### src/rtl/fault_retry_lockout_supervisor_assert.svh
// ----------------------------------------------------------------------------
// Assertion macros for the fault retry / lockout supervisor
// Every macro expects clk and rst_n in scope and is disabled during reset.
// ----------------------------------------------------------------------------
`ifndef FAULT_RETRY_LOCKOUT_SUPERVISOR_ASSERT_SVH
`define FAULT_RETRY_LOCKOUT_SUPERVISOR_ASSERT_SVH

// Condition holds at every edge
`define FRLS_CHECK(label, expr) \
  label: assert property (@(posedge clk) disable iff (!rst_n) (expr)) \
    else $error("frls: invariant violated");

// Antecedent implies consequent in the same cycle
`define FRLS_IMPLY(label, ante, cons) \
  label: assert property (@(posedge clk) disable iff (!rst_n) (ante) |-> (cons)) \
    else $error("frls: implication violated");

// Antecedent implies consequent in the next cycle
`define FRLS_NEXT(label, ante, cons) \
  label: assert property (@(posedge clk) disable iff (!rst_n) (ante) |=> (cons)) \
    else $error("frls: sequence violated");

`endif

### src/rtl/frls_pkg.sv
// ----------------------------------------------------------------------------
// frls_pkg
// Shared widths, reset values, register indexes and types of the supervisor.
// ----------------------------------------------------------------------------
package frls_pkg;

  localparam int unsigned ID_W        = 4;
  localparam int unsigned CNT_W       = 8;
  localparam int unsigned TMR_W       = 16;
  localparam int unsigned CFG_IDX_W   = 2;
  localparam int unsigned CFG_DATA_W  = 16;
  localparam int unsigned IN_TDATA_W  = 16;
  localparam int unsigned OUT_TDATA_W = 24;

  localparam logic [CNT_W-1:0] RST_LOCKOUT = CNT_W'(10);
  localparam logic [CNT_W-1:0] RST_SILENT  = CNT_W'(10);
  localparam logic [TMR_W-1:0] RST_RELEASE = TMR_W'(10 * 60 * 10);

  localparam logic [CFG_IDX_W-1:0] CFG_LOCKOUT_LIMIT = 2'd0;
  localparam logic [CFG_IDX_W-1:0] CFG_SILENT_LIMIT  = 2'd1;
  localparam logic [CFG_IDX_W-1:0] CFG_RELEASE_TICKS = 2'd2;

  // One store entry per fault id
  typedef struct packed {
    logic [TMR_W-1:0] rel;
    logic [CNT_W-1:0] sil;
    logic [CNT_W-1:0] lock;
  } entry_t;

  // Controller to datapath commands
  typedef struct packed {
    logic capture;
    logic rd_op;
    logic exec;
    logic rd_out;
    logic load_out;
  } cmd_t;

endpackage

### src/rtl/frls_ctrl.sv
// ----------------------------------------------------------------------------
// frls_ctrl
// Sequencer: capture, operand read, execute, result read, output load.
// ----------------------------------------------------------------------------
`include "fault_retry_lockout_supervisor_assert.svh"

module frls_ctrl (
  input  logic           clk,
  input  logic           rst_n,
  input  logic           in_tvalid,
  output logic           in_tready,
  output logic           out_tvalid,
  input  logic           out_tready,
  output frls_pkg::cmd_t cmd
);
  import frls_pkg::*;

  typedef enum logic [2:0] {
    S_IDLE,
    S_RDOP,
    S_EXEC,
    S_RDOUT,
    S_OUT
  } state_t;

  state_t state_r, state_nxt;
  logic   out_valid_r, out_valid_nxt;
  logic   out_free;

  assign in_tready  = (state_r == S_IDLE);
  assign out_tvalid = out_valid_r;
  assign out_free   = !out_valid_r || out_tready;

  always_comb begin
    cmd       = '0;
    state_nxt = state_r;
    unique case (state_r)
      S_IDLE: begin
        if (in_tvalid) begin
          cmd.capture = 1'b1;
          state_nxt   = S_RDOP;
        end
      end
      S_RDOP: begin
        cmd.rd_op = 1'b1;
        state_nxt = S_EXEC;
      end
      S_EXEC: begin
        cmd.exec  = 1'b1;
        state_nxt = S_RDOUT;
      end
      S_RDOUT: begin
        cmd.rd_out = 1'b1;
        state_nxt  = S_OUT;
      end
      S_OUT: begin
        // hold until the output register is free
        if (out_free) begin
          cmd.load_out = 1'b1;
          state_nxt    = S_IDLE;
        end
      end
      default: state_nxt = S_IDLE;
    endcase
  end

  always_comb begin
    if (cmd.load_out) begin
      out_valid_nxt = 1'b1;
    end else if (out_tready) begin
      out_valid_nxt = 1'b0;
    end else begin
      out_valid_nxt = out_valid_r;
    end
  end

  always_ff @(posedge clk) begin
    if (!rst_n) begin
      state_r     <= S_IDLE;
      out_valid_r <= 1'b0;
    end else begin
      state_r     <= state_nxt;
      out_valid_r <= out_valid_nxt;
    end
  end

  `FRLS_NEXT(a_accept_reads, in_tvalid && in_tready, state_r == S_RDOP)
  `FRLS_NEXT(a_load_sets_valid, cmd.load_out, out_valid_r)
  `FRLS_CHECK(a_one_cmd, $onehot0({cmd.capture, cmd.rd_op, cmd.exec, cmd.rd_out, cmd.load_out}))

endmodule

### src/rtl/frls_dpath.sv
// ----------------------------------------------------------------------------
// frls_dpath
// Per-id store memory, configuration registers, update logic, result register.
// ----------------------------------------------------------------------------
`include "fault_retry_lockout_supervisor_assert.svh"

module frls_dpath #(
  parameter int unsigned NUM_IDS = 10
) (
  input  logic                            clk,
  input  logic                            rst_n,
  input  frls_pkg::cmd_t                  cmd,
  input  logic                            item_req,
  input  logic [frls_pkg::ID_W-1:0]       item_cid,
  input  logic [frls_pkg::ID_W-1:0]       item_rep,
  input  logic                            item_comp,
  input  logic                            cfg_we,
  input  logic [frls_pkg::CFG_IDX_W-1:0]  cfg_addr,
  input  logic [frls_pkg::CFG_DATA_W-1:0] cfg_wdata,
  output logic                            res_fault,
  output logic                            res_clear,
  output logic                            res_protect,
  output logic [frls_pkg::ID_W-1:0]       res_latched,
  output logic [frls_pkg::CNT_W-1:0]      res_lockout,
  output logic [frls_pkg::CNT_W-1:0]      res_silent
);
  import frls_pkg::*;

  localparam int unsigned AW = $clog2(NUM_IDS);

  logic             req_r, comp_r;
  logic [ID_W-1:0]  cid_r, rep_r;
  logic [CNT_W-1:0] lock_lim_r, sil_lim_r, snap_lock_r, snap_sil_r;
  logic [TMR_W-1:0] rel_ticks_r, snap_rel_r;
  logic [ID_W-1:0]  latched_r, latched_nxt;
  logic             flt_r, clr_r, prot_r;
  logic             flt_nxt, clr_nxt, prot_nxt;

  entry_t           mem_r [NUM_IDS];
  logic [NUM_IDS-1:0] vld_r;
  entry_t           rd_word_r;
  logic             rd_vld_r;

  logic             cid_ok, rep_ok;
  logic [AW-1:0]    op_addr, rd_addr;
  entry_t           eff, new_entry;
  logic             wr_en, reload;

  assign cid_ok  = (cid_r != '0) && (32'(cid_r) < NUM_IDS);
  assign rep_ok  = (rep_r != '0) && (32'(rep_r) < NUM_IDS);
  assign op_addr = req_r ? cid_r[AW-1:0] : rep_r[AW-1:0];
  assign rd_addr = cmd.rd_out ? cid_r[AW-1:0] : op_addr;

  // an entry not written since the last restore reads the restore snapshot
  always_comb begin
    if (rd_vld_r) begin
      eff = rd_word_r;
    end else begin
      eff.rel  = snap_rel_r;
      eff.sil  = snap_sil_r;
      eff.lock = snap_lock_r;
    end
  end

  always_comb begin
    wr_en       = 1'b0;
    reload      = 1'b0;
    new_entry   = eff;
    latched_nxt = latched_r;
    flt_nxt     = 1'b0;
    clr_nxt     = 1'b0;
    prot_nxt    = 1'b0;
    if (!req_r) begin
      if (rep_ok) begin
        latched_nxt = rep_r;
        wr_en       = 1'b1;
        if (eff.sil != '0) begin
          new_entry.sil = eff.sil - 8'd1;
          clr_nxt       = 1'b1;
        end else begin
          new_entry.sil = sil_lim_r;
          if (eff.lock != '0) begin
            new_entry.lock = eff.lock - 8'd1;
          end
          prot_nxt = 1'b1;
          flt_nxt  = 1'b1;
        end
      end
    end else if (cid_ok) begin
      if (latched_r != '0) begin
        if (eff.lock == '0) begin
          flt_nxt = 1'b1;
        end else if (latched_r == cid_r) begin
          latched_nxt = '0;
        end
      end else begin
        wr_en = 1'b1;
        if (eff.rel != '0) begin
          new_entry.rel = eff.rel - 16'd1;
        end else begin
          reload         = 1'b1;
          new_entry.lock = lock_lim_r;
          new_entry.sil  = sil_lim_r;
          new_entry.rel  = rel_ticks_r;
        end
        if (!comp_r || (new_entry.lock >= lock_lim_r && new_entry.sil >= sil_lim_r)) begin
          new_entry.rel = rel_ticks_r;
        end
      end
    end
  end

  // store memory, registered read
  always_ff @(posedge clk) begin
    if (cmd.exec && wr_en) begin
      mem_r[op_addr] <= new_entry;
    end
    if (cmd.rd_op || cmd.rd_out) begin
      rd_word_r <= mem_r[rd_addr];
      rd_vld_r  <= vld_r[rd_addr];
    end
  end

  // item capture, flags and result register
  always_ff @(posedge clk) begin
    if (cmd.capture) begin
      req_r  <= item_req;
      cid_r  <= item_cid;
      rep_r  <= item_rep;
      comp_r <= item_comp;
    end
    if (cmd.exec) begin
      flt_r  <= flt_nxt;
      clr_r  <= clr_nxt;
      prot_r <= prot_nxt;
    end
    if (cmd.load_out) begin
      res_fault   <= flt_r;
      res_clear   <= clr_r;
      res_protect <= prot_r;
      res_latched <= latched_r;
      res_lockout <= cid_ok ? eff.lock : '0;
      res_silent  <= cid_ok ? eff.sil : '0;
    end
  end

  always_ff @(posedge clk) begin
    if (!rst_n) begin
      lock_lim_r  <= RST_LOCKOUT;
      sil_lim_r   <= RST_SILENT;
      rel_ticks_r <= RST_RELEASE;
      snap_lock_r <= RST_LOCKOUT;
      snap_sil_r  <= RST_SILENT;
      snap_rel_r  <= RST_RELEASE;
      latched_r   <= '0;
      vld_r       <= '0;
    end else begin
      if (cfg_we) begin
        unique case (cfg_addr)
          CFG_LOCKOUT_LIMIT: lock_lim_r  <= cfg_wdata[CNT_W-1:0];
          CFG_SILENT_LIMIT:  sil_lim_r   <= cfg_wdata[CNT_W-1:0];
          CFG_RELEASE_TICKS: rel_ticks_r <= cfg_wdata[TMR_W-1:0];
          default: ;
        endcase
      end
      if (cmd.exec) begin
        latched_r <= latched_nxt;
        if (reload) begin
          // a restore leaves only the entry written now as current
          snap_lock_r <= lock_lim_r;
          snap_sil_r  <= sil_lim_r;
          snap_rel_r  <= rel_ticks_r;
          vld_r       <= NUM_IDS'(1) << op_addr;
        end else if (wr_en) begin
          vld_r[op_addr] <= 1'b1;
        end
      end
    end
  end

  `FRLS_CHECK(a_latched_range, 32'(latched_r) < NUM_IDS)
  `FRLS_IMPLY(a_no_entry0_write, cmd.exec && wr_en, op_addr != '0)
  `FRLS_CHECK(a_entry0_invalid, !vld_r[0])

endmodule

### src/rtl/fault_retry_lockout_supervisor.sv
// ----------------------------------------------------------------------------
// fault_retry_lockout_supervisor
// Motor-drive fault supervisor with silent retries, lockout retries and a
// fault-free release timer per fault id.
// ----------------------------------------------------------------------------
// Usage:
//   Input stream: one transfer per supervisor request. in_tuser is the request
//   kind (0 protect check of the reported fault, 1 error check of check_id).
//   Output stream: one transfer per request with the flags, the latched id and
//   the remaining retry counts of check_id.
//   Configuration: cfg_we writes cfg_wdata into register cfg_addr (0 lockout
//   limit, 1 silent retry limit, 2 release ticks); other indexes are ignored.
//   Write it only while no request is in flight.
// Timing:
//   A request passes through capture, store read, update/write, store read of
//   check_id and output load; a new request is taken only once it is done. The
//   result becomes valid and in_tready rises again in the same cycle. The single-port
//   store memory (one access per cycle) is why these steps run one after another.
// Reset and stall:
//   rst_n (synchronous, low) restores the registers, clears the latch and marks
//   every store entry as holding its restore value, with no clearing pass.
//   A stalled receiver holds the result in the output register; the block
//   finishes the next request and waits in its output step until it drains.
// ----------------------------------------------------------------------------
module fault_retry_lockout_supervisor #(
  parameter int unsigned NUM_IDS = 10
) (
  input  logic                                clk,
  input  logic                                rst_n,
  input  logic                                in_tvalid,
  output logic                                in_tready,
  // [3:0] check_id, [7:4] reported_fault, [8] compressor_on, [15:9] zero
  input  logic [frls_pkg::IN_TDATA_W-1:0]     in_tdata,
  // [0] req_type
  input  logic                                in_tuser,
  output logic                                out_tvalid,
  input  logic                                out_tready,
  // [0] fault, [1] clear_drive_fault, [2] assert_protect, [6:3] latched_fault,
  // [14:7] lockout_left, [22:15] silent_left, [23] zero
  output logic [frls_pkg::OUT_TDATA_W-1:0]    out_tdata,
  input  logic                                cfg_we,
  input  logic [frls_pkg::CFG_IDX_W-1:0]      cfg_addr,
  input  logic [frls_pkg::CFG_DATA_W-1:0]     cfg_wdata
);
  import frls_pkg::*;

  cmd_t             cmd;
  logic             res_fault, res_clear, res_protect;
  logic [ID_W-1:0]  res_latched;
  logic [CNT_W-1:0] res_lockout, res_silent;

  // sequencing and handshake
  frls_ctrl u_ctrl (
    .clk       (clk),
    .rst_n     (rst_n),
    .in_tvalid (in_tvalid),
    .in_tready (in_tready),
    .out_tvalid(out_tvalid),
    .out_tready(out_tready),
    .cmd       (cmd)
  );

  // stores, update rules and result register
  frls_dpath #(
    .NUM_IDS(NUM_IDS)
  ) u_dpath (
    .clk        (clk),
    .rst_n      (rst_n),
    .cmd        (cmd),
    .item_req   (in_tuser),
    .item_cid   (in_tdata[3:0]),
    .item_rep   (in_tdata[7:4]),
    .item_comp  (in_tdata[8]),
    .cfg_we     (cfg_we),
    .cfg_addr   (cfg_addr),
    .cfg_wdata  (cfg_wdata),
    .res_fault  (res_fault),
    .res_clear  (res_clear),
    .res_protect(res_protect),
    .res_latched(res_latched),
    .res_lockout(res_lockout),
    .res_silent (res_silent)
  );

  // pack the result, pad to whole bytes
  assign out_tdata = {1'b0, res_silent, res_lockout, res_latched,
                      res_protect, res_clear, res_fault};

endmodule
### config.mk
export PLATFORM = sky130hd
export DESIGN_NAME = fault_retry_lockout_supervisor
export DESIGN_NICKNAME = d
export VERILOG_FILES = /design/src/rtl/frls_pkg.sv /design/src/rtl/frls_ctrl.sv /design/src/rtl/frls_dpath.sv /design/src/rtl/fault_retry_lockout_supervisor.sv
export VERILOG_INCLUDE_DIRS = /design/src /design/src/rtl
export SDC_FILE = /design/constraint.sdc
export NUM_CORES = 1
export LEC_CHECK = 0
export BUFFER_PORTS_ARGS = -buffer_cell sky130_fd_sc_hd__buf_2
export CAP_MARGIN = 10
export CORE_UTILIZATION = 36
export CTS_CLUSTER_DIAMETER = 50
export DETAILED_ROUTE_END_ITERATION = 16
export PLACE_DENSITY = 0.62
export SLEW_MARGIN = 20
export SYNTH_ARGS = -nofsm -noshare
export SYNTH_HDL_FRONTEND = slang
export SYNTH_SLANG_ARGS = --single-unit
### constraint.sdc
create_clock -name clk -period 4.9 [get_ports clk]
set_input_delay 1.225 -clock clk [delete_from_list [all_inputs] [get_ports clk]]
set_output_delay 1.225 -clock clk [all_outputs]
set_load 0.05 [all_outputs]
==> impl_metrics.yaml, run 1 <==
placed_design:
  place_hpwl_um: 28230
  portBuffers: 57
  gp_congestion: 0.8374
setup_path:
  required_ns: 5.16
  crit_path_end_kind: "register"
  crit_arrival_ns: 4.94
  startpoint_type: "register"
  crit_fanout: 23
  critical_path_class: "register to register"
clock_network:
  cts_buffers: 48
  cts_tree: "built"
  cts-root-buf: "clkbuf_16"
  clkTransAtPathRegs_ns: 0.06
  cts.sinks: 471
  cts.path.max_buffers: 3
  clkLatencyLatePin_ns: 0.60
  htree_levels: 2
power_and_ir_drop:
  p_leak_nw: 7.890
  ir_drop_v: 0.0002202
  powerDensity_mw_per_mm2: 397.5
  total_power_mw: 9.205
drt:
  viasPerCell: 5.243
  first_iter_violations: 958
  dr.pass1.iters: 7
  drtAntennaViolNets: 0
  route.detailed.drc: 0
  num_vias: 11860
  totalWireLength_um: 45230
  post_drt_wl_per_cell_um: 20.00
yosys:
  yosys_register_bits: 471
  post_synth.cell_area_avg_um2: 14.66
  ys_seq_area_share_pct: 65.79
  netlist_instances: 1381
  synthArstFlopShare_pct: 0
  syn_area_mm2: 0.02025
  synthDistinctLibCells: 76
  synth_ff_type: "edfxtp_1"
  yosysWarnings: 0
  synth_edf_count: 389
sta:
  period_needed_ns: 4.683
  finClkSkew_ns: 0.02318
  tns_ns: 0
  max_clock_freq_mhz: 213.6
  maxSlewHeadroom_pct: 25.99
  hold_viol: 0
  setup_viol: 0
  final.period_utilization_pct: 95.57
  drv_slew: 0
  rsz0062_at_grt: "false"
  worst_pin_slew_ns: 1.110
grt:
  met1_usage_pct: 21.96
  grt_pass1_wl_um: 69460
  use_met2_pct: 26.20
  grt_max_degree: 52
  gr-usage-met3_pct: 2.460
  grt-busiest-layer: "met2"
  grt_pass1_vias: 11690
  grt_overflow: 0
  grt.total_usage_pct: 16.10
  antenna_found_initial: 0
floorplan:
  core_mm2: 0.05531
  die_x_um: 239.2
  row_count: 86
  chipHeight_um: 239.2
  dieArea_mm2: 0.05720
  initial_utilization_pct: 36.61
  ios: 66
worst_hold_path:
  hold_path.class: "register to register"
finish:
  fin_util_pct: 41.87
  drive_above_1_share_pct: 19.30
  n_antenna_cell: 0
  syn_to_final_growth_pct: 14.35
  fillers: 4994
  nNetsFinal: 1535
job:
  drv_cap: 0
outcome:
  status: "finished, final reports clean"
sequential cells by signal, indices dropped and copies added (netlist names), 8 cells and up:
register             count
u_dpath.snap_lock_r      8
u_dpath.res_lockout      8
u_dpath.snap_rel_r      16
u_dpath.res_silent       8
u_dpath.snap_sil_r       8
u_dpath.mem_r          320
u_dpath.lock_lim_r       8
u_dpath.sil_lim_r        8
u_dpath.rel_ticks_r     16
u_dpath.rd_word_r       32
u_dpath.vld_r           10
synth_stat cells (5+ instances only):
library cell,count,share of area (%)
o21ai_0,25,0.62
nor2_1,66,1.2
nand2b_1,7,0.22
nand3_1,26,0.64
buf_4,15,0.56
mux2_2,11,0.61
nor2b_1,29,0.90
o22ai_1,38,1.2
ha_1,19,1.2
inv_1,22,0.41
a21o_1,9,0.33
dfxtp_1,82,8.1
o21ai_1,9,0.22
a221o_1,14,0.69
a31oi_1,5,0.15
a22oi_1,8,0.30
a21boi_0,28,1.0
clkbuf_1,31,0.57
nor4_1,5,0.15
nand2_1,138,2.6
a21boi_1,5,0.19
edfxtp_1,389,58
nor3_1,27,0.67
mux4_2,64,7.1
buf_6,14,0.78
mux2i_1,97,4.8
nor3b_1,11,0.41
a21oi_1,61,1.5
and3_1,8,0.25
buf_2,23,0.57
xnor2_1,6,0.26
o21a_1,5,0.19
a32oi_1,6,0.26
o211ai_1,14,0.52
layout by cell type (no fill, tap or decap), drive strengths merged, types with 5 or more instances in the layout:
master | netlist | layout
xnor2 | 6 | 6
o21ai | 34 | 34
nor2b | 29 | 29
nand2b | 7 | 7
nor4 | 7 | 7
o22ai | 38 | 38
nor3 | 28 | 28
mux2i | 100 | 100
buf | 54 | 99
a31oi | 5 | 5
a22oi | 8 | 8
a21oi | 62 | 62
nor2 | 68 | 68
dfxtp | 82 | 82
a221o | 14 | 14
nand2 | 138 | 138
conb | 1 | 33
mux4 | 64 | 64
a21boi | 33 | 33
nor3b | 14 | 14
a21o | 9 | 9
clkinv | 0 | 24
clkbuf | 32 | 55
a32oi | 6 | 6
inv | 22 | 27
ha | 19 | 19
o211ai | 18 | 18
nand3 | 29 | 29
edfxtp | 389 | 389
and3 | 9 | 9
mux2 | 11 | 11
o21a | 5 | 5
cell families (layout without fill, tap and decap cells):
family	Yosys count	count (layout)	share of synthesized area, %
AO/OA/AOI/OAI	251	251	8.416
XOR/XNOR	7	7	0.3028
adder cells (fa/ha/maj)	19	19	1.174
buffers and inverters	108	208	2.960
flip-flops	471	471	65.79
multiplexers	175	175	12.82
other	1	33	0.01852
AND/OR/NAND/NOR	349	349	8.521
through the flow:
step                hold slack (ns)  worst slack [ns]  std cells  instance area, µm²
CTS                          0.4166            0.1080       2259               23100
detailed placement           0.4057            0.1377       2172               21580
floorplan                    0.4003           0.02094       1413               20380
finish                       0.4195            0.2173       2261               23160
global placement             0.4085            0.1910       2172               21580
global route                 0.4218           0.02040       2261               23160
final timing paths:
check | from | endpoint | slack, ns | depth (start not counted)
worst max-delay path | u_dpath.rd_vld_r | u_dpath.mem_r[7][22] | 0.22 | 16
worst min register to register | u_dpath.clr_r | u_dpath.res_clear | 0.42 | 0
worst min-delay path | u_dpath.clr_r | u_dpath.res_clear | 0.42 | 0
worst max register to register | u_dpath.rd_vld_r | u_dpath.mem_r[7][22] | 0.22 | 16
report_power, final:
group	switching (mW)	total, mW	internal (mW)
Sequential	0.0686	4.61	4.54
Clock	1.54	3.54	2.00
Combinational	0.651	1.05	0.401
Total	2.26	9.20	6.94
per-layer routing:
metal  share of wire (%)  up-vias
met5                   0        -
met4                 2.4        0
met3                 5.2       68
met2                  48      311
met1                  44     5993
li1                    -     5483
area by class of cell:
type / count / area (µm²) / area share (%)
Inverter: 22 / 82.58 / 0.3566
Multi-Input combinational cell: 834 / 6594 / 28.48
Clock buffer: 55 / 1247 / 5.387
Clock inverter: 32 / 272.8 / 1.178
Sequential cell: 471 / 13320 / 57.53
Tap cell: 748 / 935.9 / 4.042
Timing Repair Buffer: 99 / 700.7 / 3.026
what timing repair did:
item | in CTS | in global routing
hold buffers | 0 | 0
gates resized for setup | 0 | 3
setup buffers | 0 | 1
setup endpoints to repair | 0 | 130
endpoints found under the hold margin | 0 | 0
worst max-delay path: stages, from the launching register on:
cell	delay [ns]
edfxtp_1	0.48
mux2_2	0.41
inv_1	0.07
ha_1	0.21
o221ai_2	0.15
nor4b_4	0.36
buf_12	0.23
mux2i_1	0.21
ha_1	0.26
a21o_1	0.16
a31oi_1	0.14
o21ai_0	0.11
a221o_1	0.36
a21oi_2	0.24
buf_12	0.20
nor2_2	0.14
a221o_1	0.56
(Power assumes the default switching activity.)
==> run 2, diff against run 1 <==
--- a/config.mk
+++ b/config.mk
@@ -6,12 +6,14 @@
 export SDC_FILE = /design/constraint.sdc
 export NUM_CORES = 1
 export LEC_CHECK = 0
+export ABC_AREA = 1
 export BUFFER_PORTS_ARGS = -buffer_cell sky130_fd_sc_hd__buf_2
 export CAP_MARGIN = 10
 export CORE_UTILIZATION = 36
 export CTS_CLUSTER_DIAMETER = 50
 export DETAILED_ROUTE_END_ITERATION = 16
 export PLACE_DENSITY = 0.62
+export SKIP_CTS_REPAIR_TIMING = 1
 export SLEW_MARGIN = 20
 export SYNTH_ARGS = -nofsm -noshare
 export SYNTH_HDL_FRONTEND = slang
==> run 2 against run 1 <==
Setup slack better by 0.26 ns. Total power is 13% higher. Clock power is 16% higher. Critical path type unchanged. Largest cell class unchanged. Largest power group unchanged.
==> impl_metrics.yaml, run 2 <==
drt:
  drtAntennaViolNets: 0
  route.detailed.drc: 0
  totalWireLength_um: 54590
  first_iter_violations: 1332
  viasPerCell: 5.180
  dr.pass1.iters: 5
  post_drt_wl_per_cell_um: 18.74
  num_vias: 15090
power_and_ir_drop:
  p_int_mw: 7.496
  ir_drop_v: 0.0002559
  powerDensity_mw_per_mm2: 432.5
  seqPwrFrac_pct: 45.1
  p_switching_mw: 2.924
  swShare_pct: 28.07
  total_power_mw: 10.42
  p_leak_nw: 9.081
  combPwrFrac_pct: 15.4
  clkPwrFrac_pct: 39.5
finish:
  syn_to_final_growth_pct: 14.38
  fillers: 5454
  nNetsFinal: 2162
  regMostFlops: "u_dpath.mem_r"
  top_regs: "u_dpath.mem_r (320), u_dpath.rd_word_r (32)"
  fin_util_pct: 41.68
  final_common_cell: "edfxtp_1"
  largest_reg_flops: 320
  n_antenna_cell: 0
  instances_no_fill: 2913
  final_cell_mix: "389 x edfxtp_1, 360 x nand2_1, 191 x inv_1"
  drive_above_1_share_pct: 12.85
  multiInputGateArea_mm2: 0.006536
  regArea_mm2: 0.01332
setup_path:
  crit_path_end_kind: "register"
  startpoint_type: "register"
  required_ns: 5.17
  crit_arrival_ns: 4.70
  slowest_stage: "nor2_1"
  regToRegSetupSlack_ns: 0.48
  critical_path.most_common_cell: "nand2_1"
  crit_path_cell_trace: "inv_2 -> buf_4 -> nand2_1 -> nand2_1 -> nand3_1 -> nor2_1 -> nand2_1 -> buf_12 -> o21ai_0 -> inv_1 -> ha_1 -> nand2_1 -> nand3_1 -> nand2_1 -> nand2_1 -> nand2_1 -> nand2_1 -> nand2_1 -> nand3_4 -> nor2_1 -> nor2_1 -> nor2_1"
  critical_path_class: "register to register"
  crit_fanout: 32
  crit_buf_inv: 4
  worst_path_largest_cell_delay_ns: 0.65
  crit_family: "simple AND/OR/NAND/NOR gates"
yosys:
  synthArstFlopShare_pct: 0
  yosys_register_bits: 471
  synth_adder_area_share_pct: 1.129
  synth_common_cells: "389 x edfxtp_1, 360 x nand2_1, 191 x inv_1"
  synthDistinctLibCells: 40
  synth_compound_area_share_pct: 13.70
  synth.area.top_cells: "edfxtp_1 55%, dfxtp_1 7.8%, nand2_1 6.4%, o211ai_1 5.3%, o21ai_0 3.5%"
  post_synth.cell_area_avg_um2: 10.35
  ys_seq_area_share_pct: 63.25
  synth_edf_count: 389
  yosysTopAreaCellShare_pct: 55.46
  synthMuxAreaShare_pct: 0
  yosys.area.top_type: "edfxtp_1"
  synth_top_family_by_area: "simple AND/OR/NAND/NOR gates"
  synth_ff_type: "edfxtp_1"
  yosysWarnings: 0
  yosys.area_share.simple_pct: 15.13
  syn_area_mm2: 0.02106
  yosysMostFrequentCell: "edfxtp_1"
  netlist_instances: 2035
  synth_xor_area_share_pct: 0.2911
clock_network:
  cts_buffers: 54
  htree_levels: 2
  cts-root-buf: "clkbuf_16"
  clkTransAtPathRegs_ns: 0.06
  clkLatencyLatePin_ns: 0.60
  cts.sinks: 471
  cts_tree: "built"
  cts.path.max_buffers: 3
sta:
  worst_pin_slew_ns: 0.9482
  setup_viol: 0
  final.period_utilization_pct: 90.30
  finClkSkew_ns: 0.02334
  rsz0062_at_grt: "false"
  drv_slew: 0
  holdWs_ns: 0.4361
  maxSlewHeadroom_pct: 36.70
  max_clock_freq_mhz: 226.0
  tns_ns: 0
  hold_viol: 0
  period_needed_ns: 4.425
placed_design:
  place_inst: 2811
  place_hpwl_um: 33030
  portBuffers: 57
  gp_congestion: 0.9239
grt:
  grt.total_usage_pct: 18.27
  grt_pass1_vias: 14400
  grt_overflow: 0
  grt_pass1_wl_um: 83930
  grt_max_degree: 149
  antenna_found_initial: 0
floorplan:
  initial_utilization_pct: 36.44
  row_count: 88
  ios: 66
  core_mm2: 0.05781
  chipHeight_um: 243.9
  die_x_um: 243.9
  dieArea_mm2: 0.05948
outcome:
  status: "finished, final reports clean"
worst_hold_path:
  hold_path.class: "register to register"
job:
  drv_cap: 0
## run 2: through the flow
step           worst slack, ns  instance area [µm²]
2_1_floorplan           0.9398                21180
6_report                0.4753                24090
3_3_place_gp            0.6034                22240
5_1_grt                0.04155                24090
4_1_cts                 0.5597                24060
3_5_place_dp            0.5819                22240
## run 2: worst register-to-register path, stage by stage (launching register included)
cell and delay, ns:
edfxtp_1 0.49, inv_2 0.11, buf_4 0.20, nand2_1 0.07, nand2_1 0.14, nand3_1 0.23
nor2_1 0.27, nand2_1 0.16, buf_12 0.20, o21ai_0 0.25, inv_1 0.07, ha_1 0.28
nand2_1 0.06, nand3_1 0.07, nand2_1 0.06, nand2_1 0.05, nand2_1 0.05, nand2_1 0.05
nand2_1 0.18, nand3_4 0.22, nor2_1 0.18, nor2_1 0.06, nor2_1 0.65
## run 2: logic make-up after synthesis
kind of cell    count (synthesis)
fa+ha+maj                      19
compound gates                475
xor+xnor                        7
simple gates                  742
flops                         471
buf+inv                       320
other cells                     1
## run 2: path summary, 6_finish.rpt
path / startpoint / to / depth (start not counted)
setup / recovery: u_dpath.rd_vld_r / u_dpath.mem_r[6][30] / 22
hold / removal: u_dpath.prot_r / u_dpath.res_protect / 0
setup reg to reg: u_dpath.rd_vld_r / u_dpath.mem_r[6][30] / 22
hold reg to reg: u_dpath.prot_r / u_dpath.res_protect / 0
## run 2: area by class of cell
cell class	count	area share (%)
Clock inverter	31	1.413
Sequential cell	471	55.30
Multi-Input combinational cell	1276	27.13
Clock buffer	70	6.144
Timing Repair Buffer	96	2.846
Inverter	204	3.189
Tap cell	765	3.973
## run 2: routing by layer
layer	part of all wire (%)	GRT usage, %	up-vias	wire (µm)
li1	-	-	7206	-
met1	43	24.64	7231	23430
met2	47	29.73	535	25600
met3	7.3	3.338	118	3994
met4	2.8	5.680	0	1554
met5	0	0	-	0
## run 2: power groups by stage
stage,sequential (mW),combinational [mW],clock (mW)
after floorplan,4.75,1.10,0
after global placement,4.78,1.54,0
after detailed placement,4.78,1.58,0
after CTS,4.70,1.59,4.18
after global routing,4.71,1.78,4.34
final,4.70,1.61,4.11
==> run 3, diff against run 2 <==
--- a/config.mk
+++ b/config.mk
@@ -12,8 +12,9 @@
 export CORE_UTILIZATION = 36
 export CTS_CLUSTER_DIAMETER = 50
 export DETAILED_ROUTE_END_ITERATION = 16
-export PLACE_DENSITY = 0.62
+export PLACE_DENSITY = 0.6
 export SKIP_CTS_REPAIR_TIMING = 1
+export SKIP_LAST_GASP = 1
 export SLEW_MARGIN = 20
 export SYNTH_ARGS = -nofsm -noshare
 export SYNTH_HDL_FRONTEND = slang
==> constraint.sdc (replaced) <==
create_clock -name clk -period 4.27 [get_ports clk]
set_input_delay 1.0675 -clock clk [delete_from_list [all_inputs] [get_ports clk]]
set_output_delay 1.0675 -clock clk [all_outputs]
set_load 0.05 [all_outputs]
==> run 3 against run 2 <==
Setup slack lost 0.10 ns. Clock skew is 0.0056 ns higher. Die area is the same. First-iteration DRC count is 5.9% lower.
==> impl_metrics.yaml, run 3 (synthesized netlist as in run 2, its figures left out) <==
sta:
  drv_slew: 0
  rsz0062_at_grt: "false"
  holdWs_ns: 0.4372
  max_clock_freq_mhz: 256.5
  final.period_utilization_pct: 91.30
  maxSlewHeadroom_pct: 37.66
  period_needed_ns: 3.898
  hold_viol: 0
  worst_pin_slew_ns: 0.9316
  finClkSkew_ns: 0.02891
  setup_viol: 0
  tns_ns: 0
placed_design:
  place_hpwl_um: 34150
  place_inst: 2829
  gp_congestion: 0.9034
  portBuffers: 57
finish:
  syn_to_final_growth_pct: 14.38
  instances_no_fill: 2922
  final_common_cell: "edfxtp_1"
  regMostFlops: "u_dpath.mem_r"
  nNetsFinal: 2176
  n_antenna_cell: 0
  fillers: 5475
  drive_above_1_share_pct: 13.95
  largest_reg_flops: 320
  top_regs: "u_dpath.mem_r (320), u_dpath.rd_word_r (32)"
  final_cell_mix: "389 x edfxtp_1, 356 x nand2_1, 191 x inv_1"
setup_path:
  critical_path_class: "register to register"
  crit_fanout: 32
  crit_path_end_kind: "register"
  required_ns: 4.50
  startpoint_type: "register"
  crit_arrival_ns: 4.13
clock_network:
  clkTransAtPathRegs_ns: 0.06
  clkLatencyLatePin_ns: 0.60
  cts_buffers: 50
  htree_levels: 2
  cts.sinks: 471
  cts.path.max_buffers: 3
  cts_tree: "built"
  cts-root-buf: "clkbuf_16"
power_and_ir_drop:
  powerDensity_mw_per_mm2: 482.5
  p_int_mw: 8.332
  swShare_pct: 28.33
  combPwrFrac_pct: 16.3
  p_switching_mw: 3.293
  clkPwrFrac_pct: 37.4
  seqPwrFrac_pct: 46.4
  ir_drop_v: 0.0002799
  p_leak_nw: 9.092
  total_power_mw: 11.62
floorplan:
  die_x_um: 243.9
  dieArea_mm2: 0.05948
  row_count: 88
  chipHeight_um: 243.9
  initial_utilization_pct: 36.44
  core_mm2: 0.05781
  ios: 66
drt:
  first_iter_violations: 1253
  drtAntennaViolNets: 0
  dr.pass1.iters: 5
  post_drt_wl_per_cell_um: 18.51
  route.detailed.drc: 0
  totalWireLength_um: 54080
  viasPerCell: 5.120
  num_vias: 14960
grt:
  grt.total_usage_pct: 18.14
  grt_pass1_wl_um: 83420
  grt_overflow: 0
  antenna_found_initial: 0
  grt_pass1_vias: 14430
  grt_max_degree: 66
outcome:
  status: "finished, final reports clean"
job:
  drv_cap: 0
worst_hold_path:
  hold_path.class: "register to register"
## run 3: changes by cell type in the layout (fill, tap and decap cells not counted), sizes merged
cell      before  now
buf           96  114
bufinv         5    4
clkbuf        70   56
clkinv        13   21
clkinvlp       1    5
inv          216  210
## run 3: power by group through the flow
stage               Clock (mW)  Combinational (mW)  Sequential [mW]
floorplan                    0                1.26             5.45
global placement             0                1.82             5.49
detailed placement           0                1.86             5.49
CTS                       4.44                1.87             5.39
global route              4.60                2.10             5.40
finish                    4.34                1.89             5.39
## run 3: cell type report
type                            instances  area, µm²  share of cell area [%]
Clock inverter                         36      337.8                   1.402
Multi-Input combinational cell       1276       6565                   27.25
Tap cell                              765      957.2                   3.973
Clock buffer                           56       1314                   5.453
Inverter                              204      768.2                   3.189
Timing Repair Buffer                  114      825.8                   3.428
Sequential cell                       471      13320                   55.30
## run 3: routing by layer
| metal | wire (µm) | vias to the layer above | GRT usage (%) |
|---|---|---|---|
| li1 | - | 7212 | - |
| met1 | 24580 | 7254 | 24.87 |
| met2 | 25400 | 397 | 29.59 |
| met3 | 2651 | 98 | 2.082 |
| met4 | 1456 | 0 | 6.489 |
| met5 | 0 | - | 0 |
## run 3: path summary, 6_finish.rpt
| kind | slack [ns] | endpoint | depth (start not counted) | startpoint |
|---|---|---|---|---|
| max | 0.37 | u_dpath.mem_r[3][19] | 22 | u_dpath.rd_vld_r |
| max reg2reg | 0.37 | u_dpath.mem_r[3][19] | 22 | u_dpath.rd_vld_r |
| min reg2reg | 0.44 | u_dpath.res_clear | 0 | u_dpath.clr_r |
| min | 0.44 | u_dpath.res_clear | 0 | u_dpath.clr_r |
## run 3: metrics by stage
stage | setup slack (ns) | utilization, % | instance area (µm²)
6_report | 0.3716 | 41.68 | 24090
5_1_grt | 0.01974 | 41.68 | 24090
4_1_cts | 0.1198 | 41.62 | 24060
3_5_place_dp | 0.1565 | 38.76 | 22410
3_3_place_gp | 0.1898 | 38.76 | 22410
2_1_floorplan | 0.4673 | - | 21180
## run 3: critical path, cell delays in order, from the launching register on
cell and delay, ns:
edfxtp_1 0.48, inv_2 0.12, buf_4 0.20, nand2_1 0.07
nand2_1 0.14, nand3_1 0.13, nor2_1 0.16, nand2_1 0.14
buf_12 0.19, o21ai_1 0.17, inv_1 0.07, ha_1 0.29
nand2_1 0.07, nand3_1 0.09, nand2_1 0.06, nand2_1 0.05
nand2_1 0.06, nand2_1 0.06, nand2_1 0.18, buf_4 0.25
nand4_1 0.10, nand3_1 0.12, nand2_1 0.29
